--- src/sv/arplt_fifo.sv ---
module arplt_fifo #(
	parameter int WIDTH = 8
) (
	input  logic             clk,
	input  logic             arst_n,
	input  logic             push,
	input  logic [WIDTH-1:0] wdata,
	output logic             full,
	input  logic             pop,
	output logic [WIDTH-1:0] rdata,
	output logic             empty
);

	localparam int DEPTH = 2;
	localparam int PW    = $clog2(DEPTH);

	logic [WIDTH-1:0] buf_q [DEPTH];
	logic [PW-1:0]    wr_ptr_q;
	logic [PW-1:0]    rd_ptr_q;
	logic [PW:0]      cnt_q;

	assign full  = (cnt_q == (PW+1)'(DEPTH));
	assign empty = (cnt_q == '0);
	assign rdata = buf_q[rd_ptr_q];

	always_ff @(posedge clk) begin
		if (push && !full) begin
			buf_q[wr_ptr_q] <= wdata;
		end
	end

	always_ff @(posedge clk or negedge arst_n) begin
		if (!arst_n) begin
			wr_ptr_q <= '0;
			rd_ptr_q <= '0;
			cnt_q    <= '0;
		end else begin
			if (push && !full) begin
				wr_ptr_q <= wr_ptr_q + 1'b1;
			end
			if (pop && !empty) begin
				rd_ptr_q <= rd_ptr_q + 1'b1;
			end
			case ({push && !full, pop && !empty})
				2'b10:   cnt_q <= cnt_q + 1'b1;
				2'b01:   cnt_q <= cnt_q - 1'b1;
				default: cnt_q <= cnt_q;
			endcase
		end
	end

endmodule

--- config.mk ---
export PLATFORM = sky130hd
export DESIGN_NAME = arplt_fifo
export DESIGN_NICKNAME = d
export VERILOG_FILES = /design/src/sv/arplt_fifo.sv
export SDC_FILE = /design/constraint.sdc
export NUM_CORES = 1
export LEC_CHECK = 0
export ABC_AREA = 1
export BUFFER_PORTS_ARGS = -buffer_cell sky130_fd_sc_hd__buf_2
export CAP_MARGIN = 20
export CELL_PAD_IN_SITES_DETAIL_PLACEMENT = 1
export CELL_PAD_IN_SITES_GLOBAL_PLACEMENT = 1
export CORE_MARGIN = 2
export CORE_UTILIZATION = 41
export DETAILED_ROUTE_END_ITERATION = 12
export PLACE_DENSITY_LB_ADDON = 0.3
export SLEW_MARGIN = 20
export SYNTH_ARGS = -nofsm -noshare
export SYNTH_HDL_FRONTEND = slang
export SYNTH_SLANG_ARGS = --single-unit
--- constraint.sdc ---
create_clock -name clk -period 2.7 [get_ports clk]
set_input_delay 0.27 -clock clk [delete_from_list [all_inputs] [get_ports clk]]
set_output_delay 0.27 -clock clk [all_outputs]
set_load 0.01 [all_outputs]
Yosys cells after proc, flatten, opt, wreduce, memory -nomap -nowiden
Memory sizes are Yosys's and may differ from the RTL's.
Cells that the tools add are included.
{ "classes": {"n_reduce_logical": 6, "eq_ne": 3, "n_mux": 3, "n_addsub": 4} }
{ "ops": {"columns": ["operator", "count"], "rows": [
  ["== test 2 bit, second input constant", 2],
  ["one-hot mux 2 bit (2 select lines)", 1],
  ["adder 1 bit, second input constant", 2],
  ["adder 2 x 1 -> 2 bit, second input constant", 1],
  ["== test 2 x 1 -> 1 bit, second input constant", 1],
  ["logical AND 1 bit", 2],
  ["zero test 1 bit", 2],
  ["zero test 2 bit", 1],
  ["2-to-1 mux 1 bit", 2],
  ["nonzero test 2 bit", 1],
  ["subtractor 2 x 1 -> 2 bit, second input constant", 1]
]} }
{ "totals": {"out_inout_bits": 10, "regBits": 4, "mem_bits_rw": 16, "memories": 1, "inputBits": 12} }
{ "memory_table": {"columns": ["memory", "words", "width", "read_ports", "rd_clocked_by_memory_dff", "wr", "line", "rtl"], "rows": [
  ["buf_q", 2, 8, 1, 0, 1, "17", "logic [WIDTH-1:0] buf_q [DEPTH];"]
]} }

Depth between registers and ports, before layout
{ "logic_depth": {"depth_word": 5, "depth_mapped": 10} }

Worst setup path after synthesis
No wires, ideal clock.
{ "synth_timing": {"path_kind": "reg-to-reg", "from": "register cnt_q[1]", "to": "memory buf_q[1][0] (enable)", "synth_period_minus_slack_ns": 1.309, "slack_ns": 1.391, "required_time_ns": 2.329, "stages_incl_launch_ff": 4, "arrival_ns": 0.939, "path_buffers": 0, "setup_time_ns": 0.371, "cell_sequence": "dfrtp_1 > inv_1 > o21ai_2 > nor2_1"} }
{ "synth_via": {"elab_chain_len": 5} }
{ "synth_lines": {"columns": ["item", "line", "rtl"], "rows": [
  ["from (decl)", "20", "logic [PW:0] cnt_q;"],
  ["from (signal assigned)", "45", "2'b10: cnt_q <= cnt_q + 1'b1;"],
  ["from (signal assigned)", "46", "2'b01: cnt_q <= cnt_q - 1'b1;"],
  ["from (signal assigned)", "47", "default: cnt_q <= cnt_q;"],
  ["== test 2 bit", "22", "assign full = (cnt_q == (PW+1)'(DEPTH));"],
  ["zero test 1 bit", "27", "if (push && !full) begin"],
  ["logical AND 1 bit", "27", null],
  ["2-to-1 mux 1 bit", "27", null],
  ["2-to-1 mux 1 bit (implied by the code)", "28", "buf_q[wr_ptr_q] <= wdata;"],
  ["to (decl)", "17", null]
]} }
No other way between the ends.

Worst setup path after layout
{ "layout_timing": {"from": "register rd_ptr_q", "to": "output rdata[5]"} }
{ "layout_via": {"elab_chain_len": 1} }
{ "layout_lines": {"columns": ["item", "line", "rtl"], "rows": [
  ["from (decl)", "19", "logic [PW-1:0] rd_ptr_q;"],
  ["from (signal assigned)", "42", "rd_ptr_q <= rd_ptr_q + 1'b1;"],
  ["memory (2 x 8 bit)", null, null],
  ["to (decl)", "10", "output logic [WIDTH-1:0] rdata,"]
]} }
No other way between the ends.

==> results.py <==
metrics = {
    "synthesis": {
        "synth_area_um2": 817,
        "yosysTopAreaCell": "edfxtp_1",
        "synthTopCellsByArea": "edfxtp_1 (59%), nand2_1 (15%), dfrtp_1 (12%), inv_1 (3.2%), nand3_1 (1.8%)",
        "ys_ff_latch": 20,
        "synth_cell_types": 14,
        "yosysTopAreaCellShare": 0.588,
        "synth_seq_area_share": 0.711,
        "yosys_warnings": 0,
        "synth_nets": 87,
        "postSynthAreaPerCell_um2": 11.0,
        "syn_inst": 74,
    },
    "clock_network": {
        "clk_latency_ns": 0.30,
        "clock-sinks": 20,
        "cts_made_buffers": 3,
        "cts.clk_slew.worst_paths_ns": 0.12,
        "htreeDepth": 1,
        "cts_setup_buffers": 0,
        "cts_resized": 0,
        "cts_buffer_depth": 2,
        "ctsHoldBuffers": 1,
        "cts_tree": "built",
        "clockRootBuffer": "clkbuf_4",
    },
    "worst_setup_path": {
        "worst_ep_required_time_ns": 2.43,
        "worstSetupPathType": "reg2out",
        "crit_path_start_kind": "flop",
        "cp-end-kind": "primary output",
        "crit_arrival_ns": 1.29,
        "cp_max_fo": 10,
    },
    "die": {
        "start_util": 0.425,
        "core_um2": 1920,
        "num_rows": 16,
        "die_height_um": 48.6,
        "die_w_um": 48.6,
        "pin_count": 22,
        "die_area_um2": 2370,
    },
    "timing": {
        "finalHoldViolCount": 0,
        "skew_ns": 0.0110,
        "fin_ws_ns": 1.14,
        "maxSlewViolCount": 0,
        "fin_crit_ns": 1.56,
        "worstMarginPinSlew_ns": 0.684,
        "rsz0062_at_grt": "false",
        "tns_ns": 0,
        "max_freq_mhz": 643,
        "slew-limit-headroom": 0.542,
        "min_period_over_period": 0.576,
        "setup_viol": 0,
    },
    "grt": {
        "grt_antenna_before_repair": 0,
        "grt_max_degree": 13,
        "grt_pass1_wl_um": 2760,
        "grt_pass1_vias": 639,
        "grt_usage": 0.161,
        "grt.overflow.total": 0,
    },
    "place": {
        "place.port_buffers": 21,
        "pre_cts_ws_ns": 1.18,
        "dp.cells": 121,
        "gp_congestion": 0.723,
        "place_hpwl_um": 1240,
    },
    "routing": {
        "routed_wl_um": 1650,
        "drtPass1Iterations": 3,
        "wire_per_inst_um": 13.1,
        "viasPerCell": 4.55,
        "vias": 573,
        "ant_nets": 0,
        "drt-initial-drc-count": 7,
        "drc": 0,
    },
    "power": {
        "p_leak_nw": 0.488,
        "p_clk_frac": 0.217,
        "vdd_drop_max_mv": 0.539,
        "seqPwrFrac": 0.434,
        "internal_power_mw": 0.720,
        "p_comb_frac": 0.349,
        "powerDensity_nw_per_um2": 1100,
        "switching_power_mw": 0.398,
        "swShare": 0.356,
    },
    "final_layout": {
        "syn2layout_area_growth_pct": 24.0,
        "layout.cells.non_filler": 126,
        "final_nets": 113,
        "num_antenna_cells": 0,
        "drive_gt1_frac": 0.323,
    },
    "min_path": {
        "hold_path_class": "in2reg",
    },
    "run": {
        "maxCapViolCount": 0,
    },
    "status": {
        "outcome": "finished, final reports clean",
    },
}
[logic make-up after synthesis]
group | after synthesis | share of synthesized area
simple gates | 40 | 0.201
flops | 20 | 0.711
buf+inv | 11 | 0.0521
compound gates | 1 | 0.0107
xor+xnor | 1 | 0.0107
fa+ha+maj | 1 | 0.0153
[stage by stage]
stage / hold slack, ns / cell area, µm² / utilization / power, mW
2_1_floorplan: -0.0256 / 817 / - / 0.741
3_3_place_gp: 0.0832 / 951 / 0.495 / 0.865
3_5_place_dp: 0.0850 / 951 / 0.495 / 0.892
4_1_cts: 0.141 / 1010 / 0.527 / 1.14
5_1_grt: 0.133 / 1010 / 0.527 / 1.21
6_report: 0.143 / 1010 / 0.527 / 1.12
[layout make-up]
class	instances	area, µm²
Clock buffer	3	22.5
Clock inverter	1	30.0
Fill cell	244	908
Inverter	10	37.5
Multi-Input combinational cell	43	194
Sequential cell	20	581
Tap cell	27	33.8
Timing Repair Buffer	22	115
[power groups by stage]
stage	Combinational [mW]	Sequential (mW)	Clock, mW
after floorplan	0.278	0.463	0
after global placement	0.377	0.488	0
after detailed placement	0.396	0.496	0
after CTS	0.402	0.488	0.248
after global routing	0.450	0.498	0.261
final	0.390	0.485	0.243
[worst paths after layout]
check / start / to / slack (ns) / depth (start not counted)
worst min register to register: cnt_q[1]$_DFFE_PN0P_ / cnt_q[1]$_DFFE_PN0P_ / 0.49 / 2
worst max register to register: cnt_q[1]$_DFFE_PN0P_ / buf_q[1][7]$_DFFE_PP_ / 1.17 / 3
min in group asynchronous: arst_n / cnt_q[1]$_DFFE_PN0P_ / 0.29 / 2
worst max-delay path: rd_ptr_q$_DFFE_PN0P_ / rdata[5] / 1.14 / 4
max in group asynchronous: arst_n / rd_ptr_q$_DFFE_PN0P_ / 2.28 / 2
worst min-delay path: wdata[0] / buf_q[0][0]$_DFFE_PP_ / 0.14 / 1
[synthesized netlist by cell type]
cell type	count
nand2_1	32
edfxtp_1	16
inv_1	7
dfrtp_1	4
inv_2	3
nand3_1	3
nand2_2	2
buf_2	1
ha_1	1
nand4_1	1
nor2_1	1
nor2_2	1
o21ai_2	1
xnor2_1	1
[layer usage]
metal | vias up | track usage | share of wire
li1 | 289 | - | -
met1 | 260 | 0.162 | 0.41
met2 | 17 | 0.297 | 0.52
met3 | 7 | 0.0401 | 0.041
met4 | 0 | 0.0905 | 0.032
met5 | - | 0 | 0
[worst max-delay path, cell delays in order, from the launching register on]
cell     delay, ns
dfrtp_1       0.55
inv_2         0.15
nand2_1       0.09
nand2_1       0.06
buf_2         0.14
[layout by cell type (no fill, tap or decap), drive strengths merged]
cell type	instances
dlygate4sd3	1
nand3	3
nand2	34
ha	1
inv	10
clkbuf	3
buf	21
dfrtp	4
nor2	2
bufinv	1
o21ai	1
nand4	1
xnor2	1
edfxtp	16
[registers in the layout (all words and copies together) (netlist names)]
register and count:
buf_q 16, rd_ptr_q 1, wr_ptr_q 1, cnt_q 2
Note: power is estimated with default switching activity, not from simulation.
