===== src/sv/arplt_pkg.sv =====
package arplt_pkg;

	localparam int DEF_BUCKETS    = 128;
	localparam int DEF_WAYS       = 4;
	localparam int MAX_ADDR_BYTES = 8;

	localparam logic [15:0] PROTO_IPV4 = 16'h0800;
	localparam logic [15:0] OP_REPLY   = 16'd2;
	localparam logic [5:0]  MIN_FRAME  = 6'd8;
	localparam logic [9:0]  ARP_FIXED  = 10'd16;

	// register indexes
	localparam logic [3:0] REG_HW_TYPE    = 4'd0;
	localparam logic [3:0] REG_HW_LEN     = 4'd1;
	localparam logic [3:0] REG_RANGE_LO   = 4'd2;
	localparam logic [3:0] REG_RANGE_END  = 4'd3;
	localparam logic [3:0] REG_RANGE_ON   = 4'd4;
	localparam logic [3:0] REG_SORTED     = 4'd5;
	localparam logic [3:0] REG_HIDE_OWN   = 4'd6;
	localparam logic [3:0] REG_OWN_IP     = 4'd7;

	// result status codes
	localparam logic [3:0] STAT_DROP       = 4'd0;
	localparam logic [3:0] STAT_NOT_REPLY  = 4'd1;
	localparam logic [3:0] STAT_NEW_REPORT = 4'd2;
	localparam logic [3:0] STAT_NEW_SILENT = 4'd3;
	localparam logic [3:0] STAT_CONSISTENT = 4'd4;
	localparam logic [3:0] STAT_CONFLICT   = 4'd5;
	localparam logic [3:0] STAT_SET_FULL   = 4'd6;
	localparam logic [3:0] STAT_HIT        = 4'd7;
	localparam logic [3:0] STAT_MISS       = 4'd8;

	// classification of a queued item
	localparam logic [1:0] KIND_LOOKUP    = 2'd0;
	localparam logic [1:0] KIND_DROP      = 2'd1;
	localparam logic [1:0] KIND_NOT_REPLY = 2'd2;
	localparam logic [1:0] KIND_LEARN     = 2'd3;

	typedef struct packed {
		logic [15:0] hw_type;
		logic [3:0]  hw_len;
		logic [31:0] range_first;
		logic [31:0] range_after_last;
		logic        range_filter_on;
		logic        sorted_mode;
		logic        hide_own;
		logic [31:0] own_ip;
	} cfg_t;

	typedef struct packed {
		logic [31:0] ip;
		logic [63:0] hw;
		logic [3:0]  hw_len;
		logic [63:0] from;
		logic [3:0]  from_len;
	} slot_t;

	typedef struct packed {
		logic [1:0] kind;
		logic       silent;
		slot_t      slot;
	} entry_t;

	typedef struct packed {
		logic [3:0]  status;
		logic [31:0] entry_ip;
		logic [63:0] stored_hw;
		logic [3:0]  stored_hw_len;
		logic [63:0] stored_from;
		logic [3:0]  stored_from_len;
		logic        proxied;
	} result_t;

endpackage


===== src/sv/arplt_front.sv =====
module arplt_front import arplt_pkg::*; #(
	parameter int BUCKETS = DEF_BUCKETS
) (
	input  logic                       clk,
	input  logic                       arst_n,
	input  cfg_t                       cfg,
	input  logic                       clearing,
	input  logic                       in_valid,
	output logic                       in_stall,
	input  logic                       command,
	input  logic [5:0]                 frame_bytes,
	input  logic [15:0]                hardware_kind,
	input  logic [15:0]                protocol_kind,
	input  logic [7:0]                 addr_len,
	input  logic [15:0]                opcode,
	input  logic [63:0]                sender_hw,
	input  logic [31:0]                sender_ip,
	input  logic [3:0]                 link_src_len,
	input  logic [63:0]                link_src_addr,
	output logic                       push,
	output logic [$clog2(BUCKETS)-1:0] push_set,
	output entry_t                     push_ent,
	input  logic                       q_full
);

	localparam int SET_W = $clog2(BUCKETS);
	// floor(2^32 / BUCKETS): quotient estimate is exact or one short
	localparam logic [63:0] RECIP64 = 64'h1_0000_0000 / 64'(BUCKETS);
	localparam logic [31:0] RECIP   = RECIP64[31:0];

	typedef struct packed {
		logic        command;
		logic [5:0]  frame_bytes;
		logic [15:0] hardware_kind;
		logic [15:0] protocol_kind;
		logic [7:0]  addr_len;
		logic [15:0] opcode;
		logic [63:0] sender_hw;
		logic [31:0] sender_ip;
		logic [3:0]  link_src_len;
		logic [63:0] link_src_addr;
	} in_item_t;

	function automatic logic [63:0] byte_mask(input logic [3:0] len);
		logic [63:0] m;
		m = '0;
		for (int b = 0; b < 8; b++) begin
			if (4'(b) < len) begin
				m[63-8*b -: 8] = 8'hFF;
			end
		end
		return m;
	endfunction

	logic     v_s1, v_s2, v_s3;
	in_item_t item_s1;
	entry_t   ent_s2, ent_s3;
	logic [31:0]  q_s2;
	logic [SET_W:0] r_s3;

	logic free1, free2, free3;

	assign free3    = !v_s3 || !q_full;
	assign free2    = !v_s2 || free3;
	assign free1    = !v_s1 || free2;
	assign in_stall = clearing || !free1;

	// classification
	entry_t      ent_c;
	logic [9:0]  need_bytes;
	logic        drop_c;
	logic        ip_in_window;
	logic [31:0] last_ip;
	logic [3:0]  src_len;
	logic [63:0] prod;

	always_comb begin
		need_bytes = ARP_FIXED + {1'b0, item_s1.addr_len, 1'b0};
		drop_c = (item_s1.frame_bytes < MIN_FRAME) ||
			(item_s1.protocol_kind != PROTO_IPV4) ||
			(item_s1.hardware_kind != cfg.hw_type) ||
			(item_s1.addr_len != {4'd0, cfg.hw_len}) ||
			(item_s1.addr_len > 8'(MAX_ADDR_BYTES)) ||
			({4'd0, item_s1.frame_bytes} < need_bytes);
		src_len = (item_s1.link_src_len > 4'(MAX_ADDR_BYTES)) ?
			4'(MAX_ADDR_BYTES) : item_s1.link_src_len;
		last_ip  = cfg.range_after_last - 32'd1;
		ip_in_window = (item_s1.sender_ip >= cfg.range_first) &&
			(item_s1.sender_ip <= last_ip);

		if (item_s1.command) begin
			ent_c.kind = KIND_LOOKUP;
		end else if (drop_c) begin
			ent_c.kind = KIND_DROP;
		end else if (item_s1.opcode != OP_REPLY) begin
			ent_c.kind = KIND_NOT_REPLY;
		end else begin
			ent_c.kind = KIND_LEARN;
		end
		ent_c.silent = cfg.sorted_mode || (cfg.range_filter_on && !ip_in_window) ||
			(cfg.hide_own && (item_s1.sender_ip == cfg.own_ip));
		ent_c.slot.ip       = item_s1.sender_ip;
		ent_c.slot.hw_len   = item_s1.addr_len[3:0];
		ent_c.slot.hw       = item_s1.sender_hw & byte_mask(item_s1.addr_len[3:0]);
		ent_c.slot.from_len = src_len;
		ent_c.slot.from     = item_s1.link_src_addr & byte_mask(src_len);

		prod = {32'd0, item_s1.sender_ip} * {32'd0, RECIP};
	end

	// remainder from quotient estimate, below twice the bucket count
	logic [31:0] qb;
	logic [31:0] rem;
	assign qb  = 32'(q_s2 * 32'(BUCKETS));
	assign rem = ent_s2.slot.ip - qb;

	logic [SET_W:0] r_fix;
	assign r_fix    = (r_s3 >= (SET_W+1)'(BUCKETS)) ? r_s3 - (SET_W+1)'(BUCKETS) : r_s3;
	assign push     = v_s3 && !q_full;
	assign push_set = r_fix[SET_W-1:0];
	assign push_ent = ent_s3;

	always_ff @(posedge clk) begin
		if (in_valid && !in_stall) begin
			item_s1 <= '{command, frame_bytes, hardware_kind, protocol_kind, addr_len,
				opcode, sender_hw, sender_ip, link_src_len, link_src_addr};
		end
		if (v_s1 && free2) begin
			ent_s2 <= ent_c;
			q_s2   <= prod[63:32];
		end
		if (v_s2 && free3) begin
			ent_s3 <= ent_s2;
			r_s3   <= rem[SET_W:0];
		end
	end

	always_ff @(posedge clk or negedge arst_n) begin
		if (!arst_n) begin
			v_s1 <= 1'b0;
			v_s2 <= 1'b0;
			v_s3 <= 1'b0;
		end else begin
			if (free1) begin
				v_s1 <= in_valid && !in_stall;
			end
			if (free2) begin
				v_s2 <= v_s1;
			end
			if (free3) begin
				v_s3 <= v_s2;
			end
		end
	end

endmodule


===== config.mk =====
export PLATFORM = sky130hd
export DESIGN_NAME = arplt_front
export DESIGN_NICKNAME = d
export VERILOG_FILES = /design/src/sv/arplt_pkg.sv /design/src/sv/arplt_front.sv
export SDC_FILE = /design/constraint.sdc
export NUM_CORES = 1
export LEC_CHECK = 0
export ABC_AREA = 1
export BUFFER_PORTS_ARGS = -buffer_cell sky130_fd_sc_hd__buf_2
export CORE_ASPECT_RATIO = 0.7
export CORE_MARGIN = 5
export CORE_UTILIZATION = 50
export DETAILED_ROUTE_END_ITERATION = 12
export GPL_ROUTABILITY_DRIVEN = 0
export PLACE_DENSITY = 0.76
export SLEW_MARGIN = 20
export SYNTH_ARGS = -nofsm -noshare
export SYNTH_HDL_FRONTEND = slang
export SYNTH_SLANG_ARGS = --single-unit

===== constraint.sdc =====
create_clock -name clk -period 28.5 [get_ports clk]
set_input_delay 5.7 -clock clk [delete_from_list [all_inputs] [get_ports clk]]
set_output_delay 5.7 -clock clk [all_outputs]
set_load 0.02 [all_outputs]

* Word level (Yosys, flattened, before mapping) *
Cells that the tools add are included.

cells by class
  $add $sub $neg = 4
  multiply operators = 0
  divide/modulo/power cells = 0
  magnitude comparators = 23
  eq/ne operators = 5
  shift-type cells = 0
  multiplexer cells = 20
  bitwise operators = 2
  reduce and logical (&&, ||, !) cells = 26

operator list
  cell                     number
  $and A64 B64 Y64         2
  $mux W8                  16
  $eq A32 B32 Y1           1
  $ge A32 B32 Y1           1
  $le A32 B32 Y1           1
  $lt A3 B4 Y1 const A     8
  $sub A32 B1 Y32 const B  1
  $lt A1 B4 Y1 const A     4
  $lt A2 B4 Y1 const A     4
  $ne A16 B12 Y1 const B   1
  $ne A16 B16 Y1           1
  $ne A16 B2 Y1 const B    1
  $logic_or A1 B1 Y1       11
  $add A5 B9 Y10 const A   1
  $lt A6 B10 Y1            1
  $ge A8 B8 Y1 const B     1
  $gt A8 B4 Y1 const B     1
  $ne A8 B4 Y1             1
  $sub A8 B8 Y8            1
  $logic_and A1 B1 Y1      7
  $logic_not A1 Y1         7
  $mux W7                  1
  $sub A7 B1 Y7 const B    1
  $lt A6 B4 Y1 const B     1
  4 further kinds          5

word-level totals
  register bits = 581
  bits in latches = 0
  RAM bits = 0
  memory bits (read-only) = 0
  memories = 0

* Depth between registers and ports, before layout *
Gate-level depths: netlist (run 1).

  depth in word-level cells = 8
  gate-level depth with buffers = 24
  mapped depth without buffers = 24

* Worst setup path before layout (run 1) *
OpenSTA, ideal clock, no wires.

  path type = input to register
  start = in q_full
  end = reg item_s1, in the netlist ent_c[136] (enable)
  data arrival time = 15.489 ns
  path slack = 12.193 ns
  cell stages on the path = 5
  cells stage by stage = nand2_1 -> nor2_1 -> inv_1 -> o21bai_1 -> nor2_1

between the ends
  cells in the longest elaborated chain, start to end = 8

ends and longest elaborated chain
  what                  RTL line            source
  from (decl)           arplt_front.sv:23   input logic q_full
  $logic_not A1 Y1      arplt_front.sv:63   assign free3 = !v_s3 || !q_full;
  $logic_or A1 B1 Y1    arplt_front.sv:63
  $logic_or A1 B1 Y1    arplt_front.sv:64   assign free2 = !v_s2 || free3;
  $logic_or A1 B1 Y1    arplt_front.sv:65   assign free1 = !v_s1 || free2;
  $logic_not A1 Y1      arplt_front.sv:66   assign in_stall = clearing || !free1;
  $logic_or A1 B1 Y1    arplt_front.sv:66
  named net in_stall    arplt_front.sv:9    output logic in_stall,
  $logic_not A1 Y1      arplt_front.sv:124  if (in_valid && !in_stall) begin
  $logic_and A1 B1 Y1   arplt_front.sv:124
  to (signal assigned)  arplt_front.sv:125  item_s1 <= '{command, frame_bytes, hardware_kind, protocol_kind, addr_len,
  to (decl)             arplt_front.sv:56   in_item_t item_s1;

The timed path passes the listed nets, and every way through them passes these cells.
A chain may end at the register's enable or synchronous reset.

* Worst setup path after layout (run 1) *
  start = in q_full
  end = out in_stall

between the ends
  cells in the longest elaborated chain, start to end = 6

ends and longest elaborated chain
  what                RTL line
  $logic_not A1 Y1    arplt_front.sv:63
  $logic_or A1 B1 Y1  arplt_front.sv:63
  $logic_or A1 B1 Y1  arplt_front.sv:64
  $logic_or A1 B1 Y1  arplt_front.sv:65
  $logic_not A1 Y1    arplt_front.sv:66
  $logic_or A1 B1 Y1  arplt_front.sv:66
  to (decl)           arplt_front.sv:9

No other way between the ends.

==> flow_metrics.env, run 1 <==
export IMPL_cp_data_required_time_ps=22800
export IMPL_start_util_pct=50.2
export IMPL_synthTopCellsByCount="568 x edfxtp_1, 256 x inv_1, 195 x nor2_1"
export IMPL_post_drt_wl_per_cell_um=19.4
export IMPL_wl_mm=52.4
export IMPL_synth_cell_types=37
export IMPL_rsz0062_at_grt="false"
export IMPL_pin_count=531
export IMPL_synthCells=1484
export IMPL_drive_gt1_share_pct=30.4
export IMPL_syn_avg_cell_area_um2=14.7
export IMPL_ir_drop_mv=0.0442
export IMPL_gr_total_overflow=0
export IMPL_report_final_slew_viol_count=0
export IMPL_hold_path_class="reg2reg"
export IMPL_ys_flop_type="edfxtp_1"
export IMPL_crit_chain="buf_2, nand2_1, nor2_1, inv_1, o21bai_1, buf_2"
export IMPL_syn_cell_area_mm2=0.0218
export IMPL_cts_resized=0
export IMPL_status="finished clean"
export IMPL_clkTransAtPathRegs_ps=70
export IMPL_die_w_um=259
export IMPL_start_kind="input pin"
export IMPL_via_per_inst=4.92
export IMPL_criticalPathCategory="in2out"
export IMPL_maxCapViolCount=0
export IMPL_synth_most_common_cell="edfxtp_1"
export IMPL_die_area_mm2=0.0479
export IMPL_cp_arrival_ps=6580
export IMPL_cts_tree="built"
export IMPL_finalSetupViolCount=0
export IMPL_cts_buffers=52
export IMPL_synth_edff_count=568
export IMPL_drt_iter0_drc=915
export IMPL_clockPowerShare_pct=36.5
export IMPL_fin_tns_setup_ps=0
export IMPL_finalHoldViolations=0
export IMPL_grt_pass1_wl_mm=77.1
export IMPL_seq_area_frac_synth_pct=78.6
export IMPL_insertion_delay_ps=580
export IMPL_dr_pass1_iters=5
export IMPL_synth_area_leader_cell="edfxtp_1"
export IMPL_worst_setup_path_end_kind="primary output"
export IMPL_cpMostUsedCell="buf_2"
export IMPL_fill_cells=3166
export IMPL_synth_top_area_share_pct=78.3
export IMPL_route_detailed_drc=0
export IMPL_clockBufferDepth=3
export IMPL_cpMaxStageDelayCell="o21bai_1"
export IMPL_dieHeight_um=185
export IMPL_synth_area_leaders="edfxtp_1 78%, inv_1 4.4%, ha_1 4.1%"
export IMPL_p_per_area_mw_per_mm2=67.7
export IMPL_clock_fmax_mhz=81.4
export IMPL_swShare_pct=22.9
export IMPL_hold_buffers=0
export IMPL_internal_power_mw=1.40
export IMPL_grt_pass1_vias=13300
export IMPL_slowest_delay_ps=260
export IMPL_cts_setup_buffers=0
export IMPL_skew_ps=25.0
export IMPL_htree_levels=2
export IMPL_fin_crit_ps=12280
export IMPL_nets=2483
export IMPL_grt_start_max_net_pins=172
export IMPL_area_delta_synth_final_pct=23.2
export IMPL_synth_async_sr_flop_share_pct=0.525
export IMPL_portBuffers=529
export IMPL_cts_root_buf="clkbuf_16"
export IMPL_grt_usage_pct=21.2
export IMPL_hold_slack_ps=403
export IMPL_syn_num_nets=1906
export IMPL_ys_warn_count=0
export IMPL_pwr_share_seq_pct=55.2
export IMPL_ant_nets=0
export IMPL_worst_slew_pin_transition_ps=1100
export IMPL_min_period_over_period_pct=43.1
export IMPL_worst_path_max_fanout=4
export IMPL_p_leak_nw=11.4
export IMPL_synth_seq_cells=571
export IMPL_row_count=64
export IMPL_slew_headroom_pct=26.8
export IMPL_vias=13300
export IMPL_pwr_share_comb_pct=8.2
export IMPL_cts_sinks=571
export IMPL_core_area_mm2=0.0434
export IMPL_antenna_found_initial=18
export IMPL_dp_hpwl_mm=39.2
export IMPL_switching_power_mw=0.416
[worst paths after layout]
| check | startpoint | endpoint | cells after the start | slack, ps |
|---|---|---|---|---|
| setup reg to reg | v_s3$_DFFE_PN0P_ | item_s1[135]$_DFFE_PP_ | 7 | 25040 |
| setup / recovery | q_full | in_stall | 6 | 16220 |
| min in group asynchronous | arst_n | v_s1$_DFFE_PN0N_ | 1 | 4920 |
| max in group asynchronous | arst_n | v_s3$_DFFE_PN0P_ | 1 | 23470 |
| hold / removal | ent_s2[89]$_DFFE_PP_ | push_ent[89]$_DFFE_PP_ | 0 | 400 |
| hold reg to reg | ent_s2[89]$_DFFE_PP_ | push_ent[89]$_DFFE_PP_ | 0 | 400 |
[cell type report]
class                   count  area, µm²  area share [%]
flip-flops and latches    571      17100            63.8
multi-input cells         645       3640            13.6
repair buffers            535       2710            10.1
clock buffers              67       1360            5.06
inverters                 256        966            3.60
well taps                 594        743            2.77
clock inverters            28        258           0.960
diodes                     12       30.0           0.112
[layer usage]
metal | global-route usage (%) | vias up | share of wire [%]
met3 | 4.98 | 112 | 7.8
met5 | 0 | - | 0.080
met1 | 26.7 | 6402 | 38
met2 | 36.8 | 558 | 51
li1 | - | 6244 | -
met4 | 6.95 | 8 | 3.4
[sequential cells by signal, summed over array words and instances (netlist names)]
name	flops
v_s3	1
item_s1	190
push_ent	171
ent_c	36
v_s2	1
v_s1	1
ent_s2	171
[through the flow]
step | instance area, µm² | util, % | power [mW] | instances | setup slack [ps]
after floorplan | 21800 | - | 1.11 | 1484 | 12190
after global placement | 25200 | 58.0 | 1.16 | 2601 | 16260
after detailed placement | 25200 | 58.0 | 1.17 | 2601 | 16240
after CTS | 26800 | 61.8 | 1.83 | 2696 | 16220
after global routing | 26800 | 61.8 | 1.89 | 2705 | 16150
final | 26800 | 61.8 | 1.82 | 2708 | 16220
[cells by family after synthesis]
kind of cell / Yosys count / share of synthesized area (%)
AND/OR/NAND/NOR: 449 / 8.81
buffers and inverters: 268 / 4.74
flip-flops: 571 / 78.6
adder cells (fa/ha/maj): 71 / 4.08
AO/OA/AOI/OAI: 85 / 2.12
XOR/XNOR: 40 / 1.61
[cell usage in the layout, fill, tap and decap left out, types with 17 or more instances in the layout]
master,instances
nor2_1,194
xor2_1,23
o21ai_0,30
clkbuf_16,52
buf_2,529
inv_1,255
nand3_1,19
a21oi_1,33
xnor2_1,17
edfxtp_1,568
ha_1,71
nand2_1,178
[critical path: cells and delay by family]
kind,cells,cell delay [ps]
AND/OR/NAND/NOR,2,190
AO/OA/AOI/OAI,1,260
buffers and inverters,3,440
[power by group through the flow]
| stage | Clock [mW] | Combinational [mW] | Sequential (mW) |
|---|---|---|---|
| final | 0.664 | 0.149 | 1.00 |
| after global routing | 0.716 | 0.163 | 1.01 |
| after CTS | 0.678 | 0.151 | 1.00 |
| after detailed placement | 0 | 0.150 | 1.02 |
| after global placement | 0 | 0.145 | 1.02 |
| after floorplan | 0 | 0.0560 | 1.05 |
No activity file was read; power rests on OpenSTA's default activity.
==> run 2, diff against run 1 <==
- clock period: 28.5 -> 12.84 ns (I/O delays scaled with it)
==> flow_metrics.env, run 2 (synthesis gave the netlist of run 1 again) <==
export IMPL_clock_fmax_mhz=167
export IMPL_grt_usage_pct=20.4
export IMPL_post_drt_wl_per_cell_um=18.7
export IMPL_fin_crit_ps=5980
export IMPL_route_detailed_drc=0
export IMPL_start_util_pct=50.2
export IMPL_skew_ps=27.0
export IMPL_criticalPathCategory="in2out"
export IMPL_p_leak_nw=11.4
export IMPL_cts_sinks=571
export IMPL_area_delta_synth_final_pct=23.2
export IMPL_fill_cells=3255
export IMPL_grt_start_max_net_pins=172
export IMPL_htree_levels=2
export IMPL_layout_commonest_cell="edfxtp_1"
export IMPL_grt_pass1_vias=13400
export IMPL_nets=2482
export IMPL_antenna_found_initial=13
export IMPL_cp_data_required_time_ps=10270
export IMPL_cpMostUsedCell="buf_2"
export IMPL_cts_buffers=51
export IMPL_critical_path_top_delay_family="buffers and inverters"
export IMPL_slowest_delay_ps=260
export IMPL_hold_buffers=0
export IMPL_cp_arrival_ps=3410
export IMPL_layout_setup_ws_ps=6860
export IMPL_start_kind="input pin"
export IMPL_min_period_over_period_pct=46.5
export IMPL_worst_slew_pin_transition_ps=1060
export IMPL_rsz0062_at_grt="false"
export IMPL_hold_path_class="reg2reg"
export IMPL_status="finished clean"
export IMPL_via_per_inst=4.88
export IMPL_largest_register_ffs=190
export IMPL_dp_hpwl_mm=37.7
export IMPL_worst_setup_path_end_kind="primary output"
export IMPL_p_per_area_mw_per_mm2=150
export IMPL_regMostFlops="item_s1"
export IMPL_wl_mm=50.7
export IMPL_gr_total_overflow=0
export IMPL_crit_chain="buf_2, nand2_1, nor2_1, inv_1, o21bai_1, buf_2"
export IMPL_slew_headroom_pct=29.0
export IMPL_drt_iter0_drc=964
export IMPL_fin_tns_setup_ps=0
export IMPL_worst_path_max_fanout=4
export IMPL_cpMaxStageDelayCell="o21bai_1"
export IMPL_grt_pass1_wl_mm=75.1
export IMPL_report_final_slew_viol_count=0
export IMPL_drive_gt1_share_pct=30.3
export IMPL_cts_resized=0
export IMPL_finalSetupViolCount=0
export IMPL_die_area_mm2=0.0479
export IMPL_vias=13200
export IMPL_mostFrequentLayoutCells="568 x edfxtp_1, 529 x buf_2, 255 x inv_1, 194 x nor2_1, 178 x nand2_1"
export IMPL_core_area_mm2=0.0434
export IMPL_cts_root_buf="clkbuf_16"
export IMPL_dieHeight_um=185
export IMPL_hold_slack_ps=395
export IMPL_insertion_delay_ps=570
export IMPL_ant_nets=0
export IMPL_finalHoldViolations=0
export IMPL_cts_setup_buffers=0
export IMPL_pin_count=531
export IMPL_ir_drop_mv=0.112
export IMPL_crit_buf_inv=3
export IMPL_die_w_um=259
export IMPL_portBuffers=529
export IMPL_maxCapViolCount=0
export IMPL_dpl_worst_slack_ps=6870
export IMPL_clockBufferDepth=3
export IMPL_row_count=64
export IMPL_clkTransAtPathRegs_ps=60
export IMPL_dr_pass1_iters=5
export IMPL_cts_tree="built"
-- run 2: per-stage QoR --
stage | power [mW] | cell area (µm²) | utilization, % | instances
after floorplan | 2.46 | 21800 | - | 1484
after global placement | 2.58 | 25200 | 58.0 | 2601
after detailed placement | 2.60 | 25200 | 58.0 | 2601
after CTS | 4.07 | 26800 | 61.8 | 2697
after global routing | 4.19 | 26800 | 61.8 | 2703
final | 4.02 | 26800 | 61.8 | 2705
-- run 2: routing by layer --
metal | routed length [µm] | GRT usage [%] | share of wire, % | vias to the layer above
met2 | 25500 | 34.6 | 50 | 514
met5 | 61 | 0 | 0.12 | -
met3 | 3820 | 4.77 | 7.5 | 107
li1 | - | - | - | 6232
met1 | 19800 | 26.6 | 39 | 6324
met4 | 1520 | 6.49 | 3.0 | 10
-- run 2: final cells by class --
| class | instances | area, µm² | share of cell area, % |
|---|---|---|---|
| Antenna cell | 8 | 20.0 | 0.0746 |
| Clock buffer | 68 | 1380 | 5.15 |
| Clock inverter | 28 | 245 | 0.914 |
| Inverter | 256 | 966 | 3.60 |
| Multi-Input combinational cell | 645 | 3640 | 13.6 |
| Sequential cell | 571 | 17100 | 63.8 |
| Tap cell | 594 | 743 | 2.77 |
| Timing Repair Buffer | 535 | 2710 | 10.1 |
-- run 2: power by group --
group,leakage [nW],internal (mW),switching [mW],total (mW)
clock,0.783,0.821,0.645,1.47
sequential,5.39,2.19,0.0389,2.23
combinational,5.21,0.108,0.221,0.330
-- run 2: path summary, 6_finish.rpt --
path                                  startpoint                 endpoint  slack [ps]  depth (start not counted)
min reg2reg                ent_s2[149]$_DFFE_PP_  push_ent[149]$_DFFE_PP_         390                          0
min                        ent_s2[149]$_DFFE_PP_  push_ent[149]$_DFFE_PP_         390                          0
max                                       q_full                 in_stall        6860                          6
max reg2reg                     v_s3$_DFFE_PN0P_    ent_s2[143]$_DFFE_PP_        9900                          6
max in group asynchronous                 arst_n         v_s2$_DFFE_PN0P_       10940                          1
min in group asynchronous                 arst_n         v_s3$_DFFE_PN0P_        1790                          1
==> run 3, diff against run 2 <==
- CORE_UTILIZATION: 50 -> 48
- PLACE_DENSITY: 0.76 -> 0.77
- clock period: 12.84 -> 4.9 ns (I/O delays scaled with it)
==> flow_metrics.env, run 3 (synthesis gave the netlist of run 1 again) <==
export IMPL_skew_ps=37.5
export IMPL_ant_nets=0
export IMPL_p_leak_nw=11.5
export IMPL_row_count=65
export IMPL_via_per_inst=5.00
export IMPL_layout_commonest_cell="edfxtp_1"
export IMPL_dieHeight_um=188
export IMPL_dr_pass1_iters=5
export IMPL_rsz0062_at_grt="false"
export IMPL_htree_levels=2
export IMPL_wl_mm=53.5
export IMPL_vias=13600
export IMPL_cts_setup_buffers=0
export IMPL_largest_register_ffs=190
export IMPL_worst_path_max_fanout=4
export IMPL_worstReg2RegStart="ent_c[71]$_DFFE_PP_"
export IMPL_grt_start_max_net_pins=83
export IMPL_clockBufferDepth=3
export IMPL_portBuffers=529
export IMPL_dpl_worst_slack_ps=1130
export IMPL_cts_sinks=571
export IMPL_die_area_mm2=0.0498
export IMPL_grt_usage_pct=20.7
export IMPL_reg2reg_depth=4
export IMPL_fin_crit_ps=3260
export IMPL_start_kind="input pin"
export IMPL_critical_path_startpoint="cfg[35]"
export IMPL_layout_setup_ws_ps=1650
export IMPL_cp_arrival_ps=3560
export IMPL_maxCapViolCount=0
export IMPL_hold_path_class="in2async"
export IMPL_core_area_mm2=0.0450
export IMPL_post_drt_wl_per_cell_um=19.7
export IMPL_worst_setup_path_end_kind="flop"
export IMPL_mostFrequentLayoutCells="568 x edfxtp_1, 529 x buf_2, 254 x inv_1, 193 x nor2_1, 177 x nand2_1"
export IMPL_finalSetupViolCount=0
export IMPL_grt_pass1_wl_mm=79.5
export IMPL_worst_slew_pin_transition_ps=954
export IMPL_pin_count=531
export IMPL_cts_buffers=52
export IMPL_cp_data_required_time_ps=5200
export IMPL_start_util_pct=48.4
export IMPL_slew_headroom_pct=36.2
export IMPL_hold_slack_ps=187
export IMPL_dp_hpwl_mm=39.5
export IMPL_clock_fmax_mhz=307
export IMPL_regMostFlops="item_s1"
export IMPL_insertion_delay_ps=580
export IMPL_clkTransAtPathRegs_ps=70
export IMPL_fill_cells=3335
export IMPL_cts_tree="built"
export IMPL_report_final_slew_viol_count=0
export IMPL_drt_iter0_drc=1154
export IMPL_die_w_um=265
export IMPL_cts_root_buf="clkbuf_16"
export IMPL_cts_resized=0
export IMPL_gr_total_overflow=0
export IMPL_grt_pass1_vias=13900
export IMPL_p_per_area_mw_per_mm2=404
export IMPL_route_detailed_drc=0
export IMPL_status="finished clean"
export IMPL_drive_gt1_share_pct=31.2
export IMPL_hold_buffers=0
export IMPL_nets=2488
export IMPL_criticalPathCategory="in2reg"
export IMPL_min_period_over_period_pct=66.4
export IMPL_p_total_mw=11.0
export IMPL_area_delta_synth_final_pct=24.6
export IMPL_ir_drop_mv=0.323
export IMPL_finalHoldViolations=0
export IMPL_antenna_found_initial=7
-- run 3: cell count changes in the layout (fill, tap and decap cells not counted), sizes merged --
cell and change:
inv +3, bufinv +6, buf +5, clkinv +5
clkbuf -13, diode -3
-- run 3: critical path, stage by stage --
cell	delay (ps)
buf_2	90
inv_1	110
ha_1	220
nand2_2	130
nor3b_4	280
nand3_1	150
nor3_1	200
nand3_1	120
xor2_1	160
ha_1	270
nand2_1	60
nor2_1	150
nand2_1	110
nor2_1	160
nand2_1	90
nand2_1	110
nand2_1	60
nand2_1	50
nand2_1	40
-- run 3: layout make-up --
type	count	area (µm²)	area share, %
diodes	5	12.5	0.0461
clock buffers	55	1330	4.91
repair buffers	540	2820	10.4
multi-input cells	645	3670	13.5
well taps	603	754	2.78
clock inverters	42	465	1.71
flip-flops and latches	571	17100	63.1
inverters	256	965	3.55
-- run 3: final timing paths --
path	end	slack, ps
setup / recovery	ent_s2[168]$_DFFE_PP_	1650
max in group asynchronous	v_s3$_DFFE_PN0P_	4600
hold / removal	v_s1$_DFFE_PN0N_	190
setup reg to reg	ent_s2[100]$_DFFE_PP_	2300
min in group clk	push_ent[149]$_DFFE_PP_	390
hold reg to reg	push_ent[149]$_DFFE_PP_	390
-- run 3: layer usage --
layer / up-vias / global-route usage [%] / wire [µm]
met5: - / 0 / 27
met1: 6520 / 27.1 / 20900
li1: 6245 / - / -
met2: 689 / 35.0 / 26400
met3: 116 / 4.75 / 4650
met4: 4 / 6.39 / 1530
-- run 3: metrics by stage --
step	area, µm²	TNS [ps]	std cells	util (%)
3_3_place_gp	25300	0	2615	56.3
5_1_grt	27200	0	2717	60.4
6_report	27200	0	2717	60.4
3_5_place_dp	25300	0	2615	56.3
2_1_floorplan	21800	-35710	1484	-
4_1_cts	27100	0	2712	60.3
-- run 3: report_power, final --
part | internal, mW | leakage (nW) | switching, mW
logic | 0.303 | 5.25 | 0.597
clock network | 2.46 | 0.883 | 1.76
registers | 5.73 | 5.39 | 0.113
total | 8.49 | 11.5 | 2.47
